$ cat src/rtl/md5_pkg.sv
// Shared types, constants and round functions for the MD5 digest block.
package md5_pkg;

    localparam logic [31:0] IV_A = 32'h67452301;
    localparam logic [31:0] IV_B = 32'hefcdab89;
    localparam logic [31:0] IV_C = 32'h98badcfe;
    localparam logic [31:0] IV_D = 32'h10325476;
    localparam logic [7:0]  PAD_BYTE = 8'h80;
    localparam logic [5:0]  LEN_POS = 6'd56;

    // Queue entry from the front end to the back end
    typedef struct packed {
        logic [7:0] data_byte;
        logic       has_byte;
        logic       is_last;
    } t_item;

    typedef enum logic [2:0] {
        S_IDLE,
        S_PAD,
        S_LEN,
        S_LOAD,
        S_ROUND,
        S_ADD,
        S_OUT
    } t_state;

    typedef struct packed {
        logic [7:0] data_byte;
        logic       has_byte;
        logic       is_last;
        logic       valid;
    } t_front;

    function automatic logic [31:0] sine_k(input logic [5:0] i);
        logic [31:0] k;
        case (i)
            6'd0: k = 32'hd76aa478; 6'd1: k = 32'he8c7b756; 6'd2: k = 32'h242070db;
            6'd3: k = 32'hc1bdceee; 6'd4: k = 32'hf57c0faf; 6'd5: k = 32'h4787c62a;
            6'd6: k = 32'ha8304613; 6'd7: k = 32'hfd469501; 6'd8: k = 32'h698098d8;
            6'd9: k = 32'h8b44f7af; 6'd10: k = 32'hffff5bb1; 6'd11: k = 32'h895cd7be;
            6'd12: k = 32'h6b901122; 6'd13: k = 32'hfd987193; 6'd14: k = 32'ha679438e;
            6'd15: k = 32'h49b40821; 6'd16: k = 32'hf61e2562; 6'd17: k = 32'hc040b340;
            6'd18: k = 32'h265e5a51; 6'd19: k = 32'he9b6c7aa; 6'd20: k = 32'hd62f105d;
            6'd21: k = 32'h02441453; 6'd22: k = 32'hd8a1e681; 6'd23: k = 32'he7d3fbc8;
            6'd24: k = 32'h21e1cde6; 6'd25: k = 32'hc33707d6; 6'd26: k = 32'hf4d50d87;
            6'd27: k = 32'h455a14ed; 6'd28: k = 32'ha9e3e905; 6'd29: k = 32'hfcefa3f8;
            6'd30: k = 32'h676f02d9; 6'd31: k = 32'h8d2a4c8a; 6'd32: k = 32'hfffa3942;
            6'd33: k = 32'h8771f681; 6'd34: k = 32'h6d9d6122; 6'd35: k = 32'hfde5380c;
            6'd36: k = 32'ha4beea44; 6'd37: k = 32'h4bdecfa9; 6'd38: k = 32'hf6bb4b60;
            6'd39: k = 32'hbebfbc70; 6'd40: k = 32'h289b7ec6; 6'd41: k = 32'heaa127fa;
            6'd42: k = 32'hd4ef3085; 6'd43: k = 32'h04881d05; 6'd44: k = 32'hd9d4d039;
            6'd45: k = 32'he6db99e5; 6'd46: k = 32'h1fa27cf8; 6'd47: k = 32'hc4ac5665;
            6'd48: k = 32'hf4292244; 6'd49: k = 32'h432aff97; 6'd50: k = 32'hab9423a7;
            6'd51: k = 32'hfc93a039; 6'd52: k = 32'h655b59c3; 6'd53: k = 32'h8f0ccc92;
            6'd54: k = 32'hffeff47d; 6'd55: k = 32'h85845dd1; 6'd56: k = 32'h6fa87e4f;
            6'd57: k = 32'hfe2ce6e0; 6'd58: k = 32'ha3014314; 6'd59: k = 32'h4e0811a1;
            6'd60: k = 32'hf7537e82; 6'd61: k = 32'hbd3af235; 6'd62: k = 32'h2ad7d2bb;
            default: k = 32'heb86d391;
        endcase
        return k;
    endfunction

    function automatic logic [4:0] rot_amount(input logic [5:0] i);
        logic [4:0] r;
        case ({i[5:4], i[1:0]})
            4'd0: r = 5'd7;  4'd1: r = 5'd12; 4'd2: r = 5'd17; 4'd3: r = 5'd22;
            4'd4: r = 5'd5;  4'd5: r = 5'd9;  4'd6: r = 5'd14; 4'd7: r = 5'd20;
            4'd8: r = 5'd4;  4'd9: r = 5'd11; 4'd10: r = 5'd16; 4'd11: r = 5'd23;
            4'd12: r = 5'd6; 4'd13: r = 5'd10; 4'd14: r = 5'd15; default: r = 5'd21;
        endcase
        return r;
    endfunction

    // Message word index for step i
    function automatic logic [3:0] msg_index(input logic [5:0] i);
        logic [3:0] j;
        logic [3:0] w;
        j = i[3:0];
        case (i[5:4])
            2'd0: w = j;
            2'd1: w = 4'(5 * j + 1);
            2'd2: w = 4'(3 * j + 5);
            default: w = 4'(7 * j);
        endcase
        return w;
    endfunction

    function automatic logic [31:0] round_fn(input logic [1:0] rnd, input logic [31:0] b,
                                             input logic [31:0] c, input logic [31:0] d);
        logic [31:0] f;
        case (rnd)
            2'd0: f = (b & c) | (~b & d);
            2'd1: f = (b & d) | (c & ~d);
            2'd2: f = b ^ c ^ d;
            default: f = c ^ (b | ~d);
        endcase
        return f;
    endfunction

    function automatic logic [31:0] bswap(input logic [31:0] v);
        return {v[7:0], v[15:8], v[23:16], v[31:24]};
    endfunction

endpackage

$ cat src/rtl/md5_front.sv
// Input stage: takes items, drops empty non-last ones, feeds a two-entry queue.
module md5_front
    import md5_pkg::*;
(
    input  logic       i_clk,
    input  logic       i_rst_n,
    input  logic       i_valid,
    output logic       o_ready,
    input  logic [7:0] i_data_byte,
    input  logic       i_has_byte,
    input  logic       i_is_last,
    output t_item      o_item,
    output logic       o_item_valid,
    input  logic       i_item_ready
);

    t_item      r_q [2];
    logic       r_wp;
    logic       r_rp;
    logic [1:0] r_cnt;
    logic       w_push;
    logic       w_pop;

    assign o_ready      = (r_cnt != 2'd2);
    assign w_push       = i_valid && o_ready && (i_has_byte || i_is_last);
    assign w_pop        = o_item_valid && i_item_ready;
    assign o_item_valid = (r_cnt != 2'd0);
    assign o_item       = r_q[r_rp];

    always_ff @(posedge i_clk) begin
        if (w_push) begin
            r_q[r_wp] <= '{data_byte: i_data_byte, has_byte: i_has_byte, is_last: i_is_last};
        end
    end

    always_ff @(posedge i_clk) begin
        if (!i_rst_n) begin
            r_wp  <= 1'b0;
            r_rp  <= 1'b0;
            r_cnt <= 2'd0;
        end else begin
            if (w_push) r_wp <= ~r_wp;
            if (w_pop)  r_rp <= ~r_rp;
            r_cnt <= 2'(r_cnt + {1'b0, w_push} - {1'b0, w_pop});
        end
    end

endmodule

$ cat src/rtl/md5_core.sv
// Back end: block packing, padding, 64-step compression and digest output.
module md5_core
    import md5_pkg::*;
(
    input  logic        i_clk,
    input  logic        i_rst_n,
    input  t_item       i_item,
    input  logic        i_item_valid,
    output logic        o_item_ready,
    output logic        o_valid,
    input  logic        i_ready,
    output logic [31:0] o_digest_word,
    output logic [1:0]  o_word_number,
    output logic        o_final_word
);

    t_state      r_state, n_state;
    logic [31:0] r_blk [16];
    logic [31:0] r_h [4];
    logic [31:0] r_a, r_b, r_c, r_d;
    logic [63:0] r_bits;
    logic [5:0]  r_pos;
    logic [5:0]  r_step;
    logic [2:0]  r_lenb;
    logic        r_last;
    logic        r_len_done;
    logic        r_ovalid;
    logic [1:0]  r_onum;
    logic [31:0] r_oword;

    logic        w_take;
    logic        w_wr;
    logic [7:0]  w_byte;
    logic [31:0] w_t, w_rot;
    logic [4:0]  w_sh;
    logic        w_odone;

    assign o_item_ready = (r_state == S_IDLE);
    assign w_take       = i_item_valid && o_item_ready;
    assign w_odone      = r_ovalid && i_ready;

    // Byte written into the block this cycle
    always_comb begin
        w_wr   = 1'b0;
        w_byte = 8'h00;
        case (r_state)
            S_IDLE: begin
                w_wr   = w_take && i_item.has_byte;
                w_byte = i_item.data_byte;
            end
            S_PAD: begin
                w_wr   = 1'b1;
                w_byte = 8'h00;
            end
            S_LEN: begin
                w_wr   = 1'b1;
                w_byte = 8'(r_bits >> {r_lenb, 3'b000});
            end
            default: ;
        endcase
    end

    always_comb begin
        n_state = r_state;
        case (r_state)
            S_IDLE: begin
                if (w_take) begin
                    if (i_item.has_byte && r_pos == 6'd63) n_state = S_LOAD;
                    else if (i_item.is_last)               n_state = S_PAD;
                end
            end
            // First pad cycle writes 0x80 (see r_blk write), then zeros up to byte 56
            S_PAD: begin
                if (r_pos == 6'd63)              n_state = S_LOAD;
                else if (r_pos == LEN_POS - 6'd1) n_state = S_LEN;
            end
            S_LEN:   if (r_lenb == 3'd7) n_state = S_LOAD;
            S_LOAD:  n_state = S_ROUND;
            S_ROUND: if (r_step == 6'd63) n_state = S_ADD;
            S_ADD:   n_state = r_last ? (r_len_done ? S_OUT : S_PAD) : S_IDLE;
            S_OUT:   if (w_odone && r_onum == 2'd3) n_state = S_IDLE;
            default: n_state = S_IDLE;
        endcase
    end

    always_comb begin
        w_sh  = rot_amount(r_step);
        w_t   = r_a + round_fn(r_step[5:4], r_b, r_c, r_d) + r_blk[msg_index(r_step)]
                + sine_k(r_step);
        w_rot = (w_t << w_sh) | (w_t >> (6'd32 - {1'b0, w_sh}));
    end

    // r_pad0 marks whether the 0x80 byte is still owed
    logic r_pad0;

    always_ff @(posedge i_clk) begin
        if (w_wr) begin
            case (r_pos[1:0])
                2'd0: r_blk[r_pos[5:2]] <= {24'h0, (r_state == S_PAD && r_pad0)
                                             ? PAD_BYTE : w_byte};
                2'd1: r_blk[r_pos[5:2]][15:8]  <= (r_state == S_PAD && r_pad0)
                                                  ? PAD_BYTE : w_byte;
                2'd2: r_blk[r_pos[5:2]][23:16] <= (r_state == S_PAD && r_pad0)
                                                  ? PAD_BYTE : w_byte;
                default: r_blk[r_pos[5:2]][31:24] <= (r_state == S_PAD && r_pad0)
                                                    ? PAD_BYTE : w_byte;
            endcase
        end
    end

    always_ff @(posedge i_clk) begin
        if (r_state == S_LOAD) begin
            r_a <= r_h[0]; r_b <= r_h[1]; r_c <= r_h[2]; r_d <= r_h[3];
        end else if (r_state == S_ROUND) begin
            r_a <= r_d; r_b <= r_b + w_rot; r_c <= r_b; r_d <= r_c;
        end
        if (r_state == S_OUT && (!r_ovalid || w_odone)) begin
            r_oword <= bswap(r_h[r_ovalid ? 2'(r_onum + 2'd1) : 2'd0]);
        end
    end

    always_ff @(posedge i_clk) begin
        if (!i_rst_n) begin
            r_state    <= S_IDLE;
            r_h        <= '{IV_A, IV_B, IV_C, IV_D};
            r_bits     <= '0;
            r_pos      <= '0;
            r_step     <= '0;
            r_lenb     <= '0;
            r_last     <= 1'b0;
            r_len_done <= 1'b0;
            r_pad0     <= 1'b0;
            r_ovalid   <= 1'b0;
            r_onum     <= '0;
        end else begin
            r_state <= n_state;
            if (w_wr) r_pos <= r_pos + 6'd1;
            if (r_state == S_PAD && w_wr) r_pad0 <= 1'b0;
            if (w_take) begin
                r_last     <= i_item.is_last;
                r_len_done <= 1'b0;
                r_pad0     <= 1'b1;
                if (i_item.has_byte) r_bits <= r_bits + 64'd8;
            end
            if (r_state == S_LEN) r_lenb <= r_lenb + 3'd1;
            // Length bytes in place: the next compression is the final one
            if (r_state == S_LEN && r_lenb == 3'd7) r_len_done <= 1'b1;
            if (r_state == S_ROUND) r_step <= r_step + 6'd1;
            if (r_state == S_ADD) begin
                r_h[0] <= r_h[0] + r_a; r_h[1] <= r_h[1] + r_b;
                r_h[2] <= r_h[2] + r_c; r_h[3] <= r_h[3] + r_d;
            end
            if (r_state == S_OUT) begin
                if (!r_ovalid) begin
                    r_ovalid <= 1'b1;
                    r_onum   <= 2'd0;
                end else if (w_odone) begin
                    r_onum <= r_onum + 2'd1;
                    if (r_onum == 2'd3) begin
                        r_ovalid <= 1'b0;
                        r_h      <= '{IV_A, IV_B, IV_C, IV_D};
                        r_bits   <= '0;
                        r_pos    <= '0;
                        r_last   <= 1'b0;
                    end
                end
            end
        end
    end

    assign o_valid       = r_ovalid;
    assign o_digest_word = r_oword;
    assign o_word_number = r_onum;
    assign o_final_word  = (r_onum == 2'd3);

endmodule

$ cat src/rtl/md5_digest.sv
// MD5 digest: byte stream in, four digest words out; 64-step round loop, one step a cycle.
// Throughput: one byte per cycle while filling a block; each 64th byte then holds off further
//   bytes during the load, 64 steps and chain add in the single round unit.
// Last item: padding writes one byte a cycle up to 72 bytes, one or two compressions,
//   then four digest transfers, one per cycle when not stalled.
// Reset (i_rst_n low, synchronous) restores the MD5 initial chain and empties the queue.
module md5_digest
    import md5_pkg::*;
(
    input  logic        i_clk,
    input  logic        i_rst_n,
    input  logic        i_valid,
    output logic        o_ready,
    input  logic [7:0]  i_data_byte,
    input  logic        i_has_byte,
    input  logic        i_is_last,
    output logic        o_valid,
    input  logic        i_ready,
    output logic [31:0] o_digest_word,
    output logic [1:0]  o_word_number,
    output logic        o_final_word
);

    t_item w_item;
    logic  w_item_valid;
    logic  w_item_ready;

    md5_front u_front (
        .i_clk, .i_rst_n, .i_valid, .o_ready,
        .i_data_byte, .i_has_byte, .i_is_last,
        .o_item(w_item), .o_item_valid(w_item_valid), .i_item_ready(w_item_ready)
    );

    md5_core u_core (
        .i_clk, .i_rst_n,
        .i_item(w_item), .i_item_valid(w_item_valid), .o_item_ready(w_item_ready),
        .o_valid, .i_ready, .o_digest_word, .o_word_number, .o_final_word
    );

endmodule

$ cat config.mk
export PLATFORM = sky130hd
export DESIGN_NAME = md5_digest
export DESIGN_NICKNAME = d
export VERILOG_FILES = /design/src/rtl/md5_pkg.sv /design/src/rtl/md5_front.sv /design/src/rtl/md5_core.sv /design/src/rtl/md5_digest.sv
export SDC_FILE = /design/constraint.sdc
export NUM_CORES = 2
export LEC_CHECK = 0
export BUFFER_PORTS_ARGS = -buffer_cell sky130_fd_sc_hd__buf_2
export CAP_MARGIN = 5
export CORE_MARGIN = 3
export CORE_UTILIZATION = 40
export CTS_CLUSTER_DIAMETER = 120
export DETAILED_ROUTE_END_ITERATION = 16
export GPL_TIMING_DRIVEN = 0
export PLACE_DENSITY_LB_ADDON = 0.3
export SYNTH_ARGS = -nofsm -noshare
export SYNTH_HDL_FRONTEND = slang
export SYNTH_SLANG_ARGS = --single-unit
$ cat constraint.sdc
create_clock -name i_clk -period 9.94 [get_ports i_clk]
set_clock_uncertainty 0.05 [all_clocks]
set_input_delay 2.982 -clock i_clk [delete_from_list [all_inputs] [get_ports i_clk]]
set_output_delay 2.982 -clock i_clk [all_outputs]
set_load 0.05 [all_outputs]
* Word-level counts from Yosys, hierarchy flattened
Memory sizes are Yosys's and may differ from the RTL's. A register that Yosys moved wholly into a read port is not among the register bits. Index checks and enable logic that the tools add are counted.
Word-level totals: bits in registers 380, RAM bits 532, bits in read-only memories 2128, input bits 14, word-level logic and storage cells 199, memories kept 4
Memory list:
- (name not given) | depth 64, bits a word 32, read ports 1, clocked after memory_dff 1, write ports 0, line md5_pkg.sv:37 | case (i)
- u_core.r_blk | depth 16, bits a word 32, read ports 1, clocked after memory_dff 0, write ports 1, line md5_core.sv:18 | logic [31:0] r_blk [16];
- (name not given) | depth 16, bits a word 5, read ports 1, clocked after memory_dff 1, write ports 0, line md5_pkg.sv:66 | case ({i[5:4], i[1:0]})
- u_front.r_q | depth 2, bits a word 10, read ports 1, clocked after memory_dff 1, write ports 1, line md5_front.sv:17 | t_item r_q [2];
Operators by class: add/subtract/negate cells 18, multiply operators 3, order comparisons 1, equal/unequal tests 23, shift operators 3, muxes and demuxes 81, bitwise logic cells 19, reduce and logical (&&, ||, !) cells 25
Operators by type and width (number):
- $mux W128 | 5
- $mux W64 | 6
- $mux W32 | 10
- $add A32 B32 Y32 | 8
- $and A32 B32 Y32 | 4
- $or A32 B32 Y32 | 4
- $pmux W32 S3 | 1
- $xor A32 B32 Y32 | 3
- $add A64 B4 Y64 const B | 1
- $bmux W32 S2 | 1
- $not A32 Y32 | 2
- $shr A64 B6 Y8 | 1
- $mux W6 | 7
- $mux W8 | 4
- $shl A32 B5 Y32 | 1
- $shr A32 B6 Y32 | 1
- $mux W3 | 10
- $mux W1 | 28
- $pmux W3 S7 | 1
- $eq A6 B6 Y1 const B | 3
- $pmux W8 S2 | 1
- $add A6 B1 Y6 const B | 2
- $eq A3 B3 Y1 const B | 4
- $pmux W4 S3 | 1
- 34 further kinds | 64

* Longest topological paths before layout
depth in word-level cells 12, gate-level depth with buffers 45

* Hierarchy
Synthesis repeated with hierarchy kept, for this count alone.
Second synthesis, totals: cell total of the unflattened synthesis 5718, area, all modules 57410.1 µm²
By module, submodules not included:
- md5_core | instances 1, cells an instance 5656, area each 56429.1 µm², seq. area each 25184.2 µm²
- md5_front | instances 1, cells an instance 62, area each 980.9 µm², seq. area each 700.7 µm²

* Least setup slack after synthesis
No wires, ideal clock.
path type register to register, from register u_core.r_step[1], to register u_core.r_b[31], data pin, library setup time 138 ps, arrival 10036 ps, path slack -284 ps, cell stages (with the launch flop) 42, buffers on the path 4, period minus slack after synthesis 10224 ps, path through dfxtp_1 -> inv_1 -> ha_1 -> nand3_1 -> o21a_1 -> o22ai_1 -> clkbuf_1 -> clkbuf_1 -> buf_1 -> mux4_2 -> nand2_1 -> a31oi_1 -> fa_1 -> inv_1 -> fa_1 -> inv_1 -> ha_1 -> buf_6 -> [... 6 more ...] -> a21oi_1 -> xor2_2 -> o2111ai_1 -> a21boi_1 -> a21oi_1 -> o221ai_1 -> ha_1 -> a211oi_1 -> o211ai_1 -> a221oi_1 -> o21bai_1 -> a2111oi_0 -> o31a_1 -> o21ai_0 -> a31oi_1 -> o21ai_0 -> or3_1 -> nand4_1
Between the ends: longest elaborated chain between the ends 11
RTL lines:
- start, declared | line md5_core.sv:23 | logic [5:0] r_step;
- start signal, assigned | line md5_core.sv:148 | if (r_state == S_ROUND) r_step <= r_step + 6'd1;
- $mul A2 B4 Y4 or $mul A3 B4 Y4 (tied branches) | line md5_pkg.sv:83, md5_pkg.sv:82
- $add A4 B3 Y4 or $add A4 B1 Y4 (tied branches) | line md5_pkg.sv:83, md5_pkg.sv:82
- $pmux W4 S3 (*) | line md5_pkg.sv:80 | case (i[5:4])
- $mem_v2 Z16 W32 (*)
- $add A32 B32 Y32 (*) | line md5_core.sv:88 | w_t = r_a + round_fn(r_step[5:4], r_b, r_c, r_d) + r_blk[msg_index(r_step)]
- $add A32 B32 Y32 (*) | line md5_core.sv:89 | + sine_k(r_step);
- $shr A32 B6 Y32 or $shl A32 B5 Y32 (tied branches) | line md5_core.sv:90 | w_rot = (w_t << w_sh) | (w_t >> (6'd32 - {1'b0, w_sh}));
- $or A32 B32 Y32 (*) | line md5_core.sv:90
- $add A32 B32 Y32 (*) | line md5_core.sv:115 | r_a <= r_d; r_b <= r_b + w_rot; r_c <= r_b; r_d <= r_c;
- $mux W32 (*) | line md5_core.sv:114 | end else if (r_state == S_ROUND) begin
- $mux W32 (*) | line md5_core.sv:112 | if (r_state == S_LOAD) begin
- end signal, assigned | line md5_core.sv:113 | r_a <= r_h[0]; r_b <= r_h[1]; r_c <= r_h[2]; r_d <= r_h[3];
- end signal, assigned | line md5_core.sv:115
- end, declared | line md5_core.sv:20 | logic [31:0] r_a, r_b, r_c, r_d;
Mark *: on every way between the ends. The rest lies on a longest branch, timed or not. The select of a mux whose other input is x is not followed. A chain may end at the register's enable or synchronous reset.

* Final worst setup path
from register u_core.r_step[1], to register u_core.r_b[25], data pin
The elaborated chain is that of the path after synthesis.

==> impl_metrics.json <==
{
  "status": "finished with violations",
  "violations": "setup timing",
  "cp_top_family": "compound AO/OA/AOI/OAI gates",
  "slew_headroom_pct": 8.15,
  "clk_pin_slew_ns": 0.06,
  "numPortBuffers": 50,
  "worst-slew-pin-transition_ns": 1.38,
  "drt_iter0_drc": 6073,
  "dr.pass1.iters": 6,
  "hold_slack_ns": 0.442,
  "antenna_left": 0,
  "cpMostUsedCell": "buf_4",
  "gr-max-usage-layer": "met2",
  "cts_buffer_depth": 3,
  "cts-root-buf": "clkbuf_16",
  "fmax_mhz": 99.6,
  "yosys_warnings": 0,
  "synth.net_count": 5857,
  "gp_congestion": 1.04,
  "wire_per_inst_um": 28.1,
  "via_per_inst": 6.18,
  "pre_cts_ws_ns": -3.25,
  "antenna_found_initial": 10,
  "rsz0062_at_grt": "yes",
  "cp.arrival_ns": 10.44,
  "drive_gt1_share_pct": 14.0,
  "grt_max_degree": 56,
  "final_cells": 7768,
  "layout_setup_ws_ns": -0.104,
  "grt.total_usage_pct": 28.9,
  "crit_path_end_kind": "register",
  "coreArea_um2": 140000,
  "dp.cells": 7483,
  "grt_pass1_vias": 45600,
  "fill_cells": 13000,
  "synth_area_um2": 56500,
  "netlist_instances": 5552,
  "finalSetupViolations": 3,
  "hold_viol_final": 0,
  "ys.flop_type": "edfxtp_1",
  "met3_usage_pct": 6.85,
  "die_area_um2": 146000,
  "grtUsageMet2_pct": 43.7,
  "yosys_register_bits": 947,
  "cp_slowest_cell": "fa_1",
  "crit_buf_inv": 10,
  "finalMaxSlewViolations": 0,
  "period_needed_ns": 10.04,
  "required_ns": 10.33,
  "start_util_pct": 40.4,
  "yosysMostFrequentCell": "nand2_1",
  "ys_types": 93,
  "io_pins": 51,
  "syn_to_final_growth_pct": 16.2,
  "cts_made_buffers": 102,
  "async_flop_share_pct": 0,
  "fin_nets": 6103,
  "yosys.area.top_type": "edfxtp_1",
  "grtUsageMet1_pct": 38.9,
  "ys_seq_area_share_pct": 45.8,
  "die_x_um": 382,
  "seq_area_um2": 25900,
  "grt-ovfl-total": 0,
  "vias": 48000,
  "path_max_fanout": 9,
  "h-tree-depth": 3,
  "grt_pass1_wl_um": 312000,
  "worstSkewPairLatency_ns": 0.73,
  "synth_commonest_cells": "nand2_1, edfxtp_1, nor2_1",
  "yosys-top-cells-area": "edfxtp_1, dfxtp_1, mux4_2, nand2_1, ha_1",
  "drc_errors": 0,
  "max_stage_delay_ns": 0.53,
  "min_path_type": "reg -> reg",
  "cts_tree": "yes",
  "synth_top_cell_area_share_pct": 36.8,
  "period_share_pct": 101,
  "dp_hpwl_um": 160000,
  "start_kind": "register",
  "fp.dieH_um": 382,
  "clkSinkCount": 947,
  "drt_wl_total_um": 218000,
  "multi_input_area_um2": 30200,
  "synth-edff-count": 692,
  "drv_cap": 0,
  "rows": 137,
  "syn_avg_cell_area_um2": 10.2,
  "holdBufCountCts": 0,
  "crit_type": "reg -> reg"
}
layout by cell type, fill, tap and decap left out, drive strengths merged, types with 30 or more instances in the layout:
cell / synthesis / routed
nand2: 787 / 788
edfxtp: 692 / 692
nor2: 414 / 414
clkbuf: 261 / 393
a21oi: 381 / 381
inv: 275 / 275
o21ai: 270 / 270
dfxtp: 255 / 255
ha: 222 / 222
buf: 61 / 206
a31oi: 169 / 169
mux4: 165 / 165
nand3: 152 / 152
xnor2: 138 / 138
xor2: 128 / 128
a211oi: 110 / 110
a21o: 99 / 99
mux2i: 74 / 74
o211ai: 73 / 73
nor3: 73 / 73
fa: 69 / 69
nor2b: 62 / 62
and2: 62 / 62
and3: 49 / 49
clkinv: 4 / 47
nand2b: 42 / 42
o21a: 32 / 32
maj3: 31 / 31
o221a: 30 / 30
through the flow:
stage | utilization (%) | setup TNS [ns] | instance area, um^2
floorplan | - | 0 | 56500
detailed placement | 42.4 | -63.57 | 59300
global placement | 42.3 | -61.62 | 59100
finish | 47.0 | -0.243 | 65700
CTS | 46.0 | -0.00133 | 64400
global route | 47.0 | -1.83 | 65700
layout make-up:
class                           count  area share [%]
Antenna cell                        8          0.0305
Sequential cell                   947            39.4
Clock buffer                      136            4.25
Tap cell                         1876            3.57
Buffer                            313            2.46
Clock inverter                     54           0.846
Multi-Input combinational cell   4005            46.0
Inverter                          279            1.60
Timing Repair Buffer              150            1.86
flip-flops by register name (all words and copies together) (netlist names), 3 cells and up, named ones only:
register,count
u_front.r_q,20
u_core.o_digest_word,32
u_core.r_d,32
u_core.r_pos,6
u_core.r_a,32
u_core.w_sh,5
u_core.r_step,6
u_core.r_c,32
u_core.r_state,3
u_core.r_h,128
u_core.r_lenb,3
u_core.r_blk,512
u_core.r_b,32
u_core.r_bits,61
repair_timing:
item	CTS	global route
pin swaps	61	76
endpoints found under the setup margin	32	20
gates resized for setup	330	165
cloned	3	3
setup buffers	50	39
endpoints found under the hold margin	0	0
tightest hold or removal path, delay by kind of cell (launching register included):
kind,cells,cell delay (ns)
AO/OA/AOI/OAI,1,0.05
flip-flops,1,0.33
AND/OR/NAND/NOR,1,0.06
metal layers:
metal / up-vias / wire length, um
li1: 20900 / -
met1: 23700 / 86600
met2: 2723 / 95300
met3: 628 / 23100
met4: 4 / 12800
met5: - / 229
path summary, 6_finish.rpt:
check	from	slack (ns)	to	depth (start not counted)
worst max-delay path	u_core.r_step[1]	-0.10	u_core.r_b[25]	42
worst min-delay path	u_core.r_h[13]	0.44	u_core.r_h[13]	2
worst max register to register	u_core.r_step[1]	-0.10	u_core.r_b[25]	42
worst min register to register	u_core.r_h[13]	0.44	u_core.r_h[13]	2
cell families (layout without fill, tap and decap cells):
family,count (synthesis),count (layout),share of synthesized area [%]
simple gates,1756,1757,13.7
other cells,0,8,0
compound gates,1394,1394,15.9
fa+ha+maj,322,322,7.91
buf+inv,601,932,4.04
mux,264,264,8.39
flops,947,947,45.8
xor+xnor,268,268,4.21
Power is left out: the tool's default activity adds up to more than one toggle a clock period on the data nets, which glitch-free logic cannot reach.
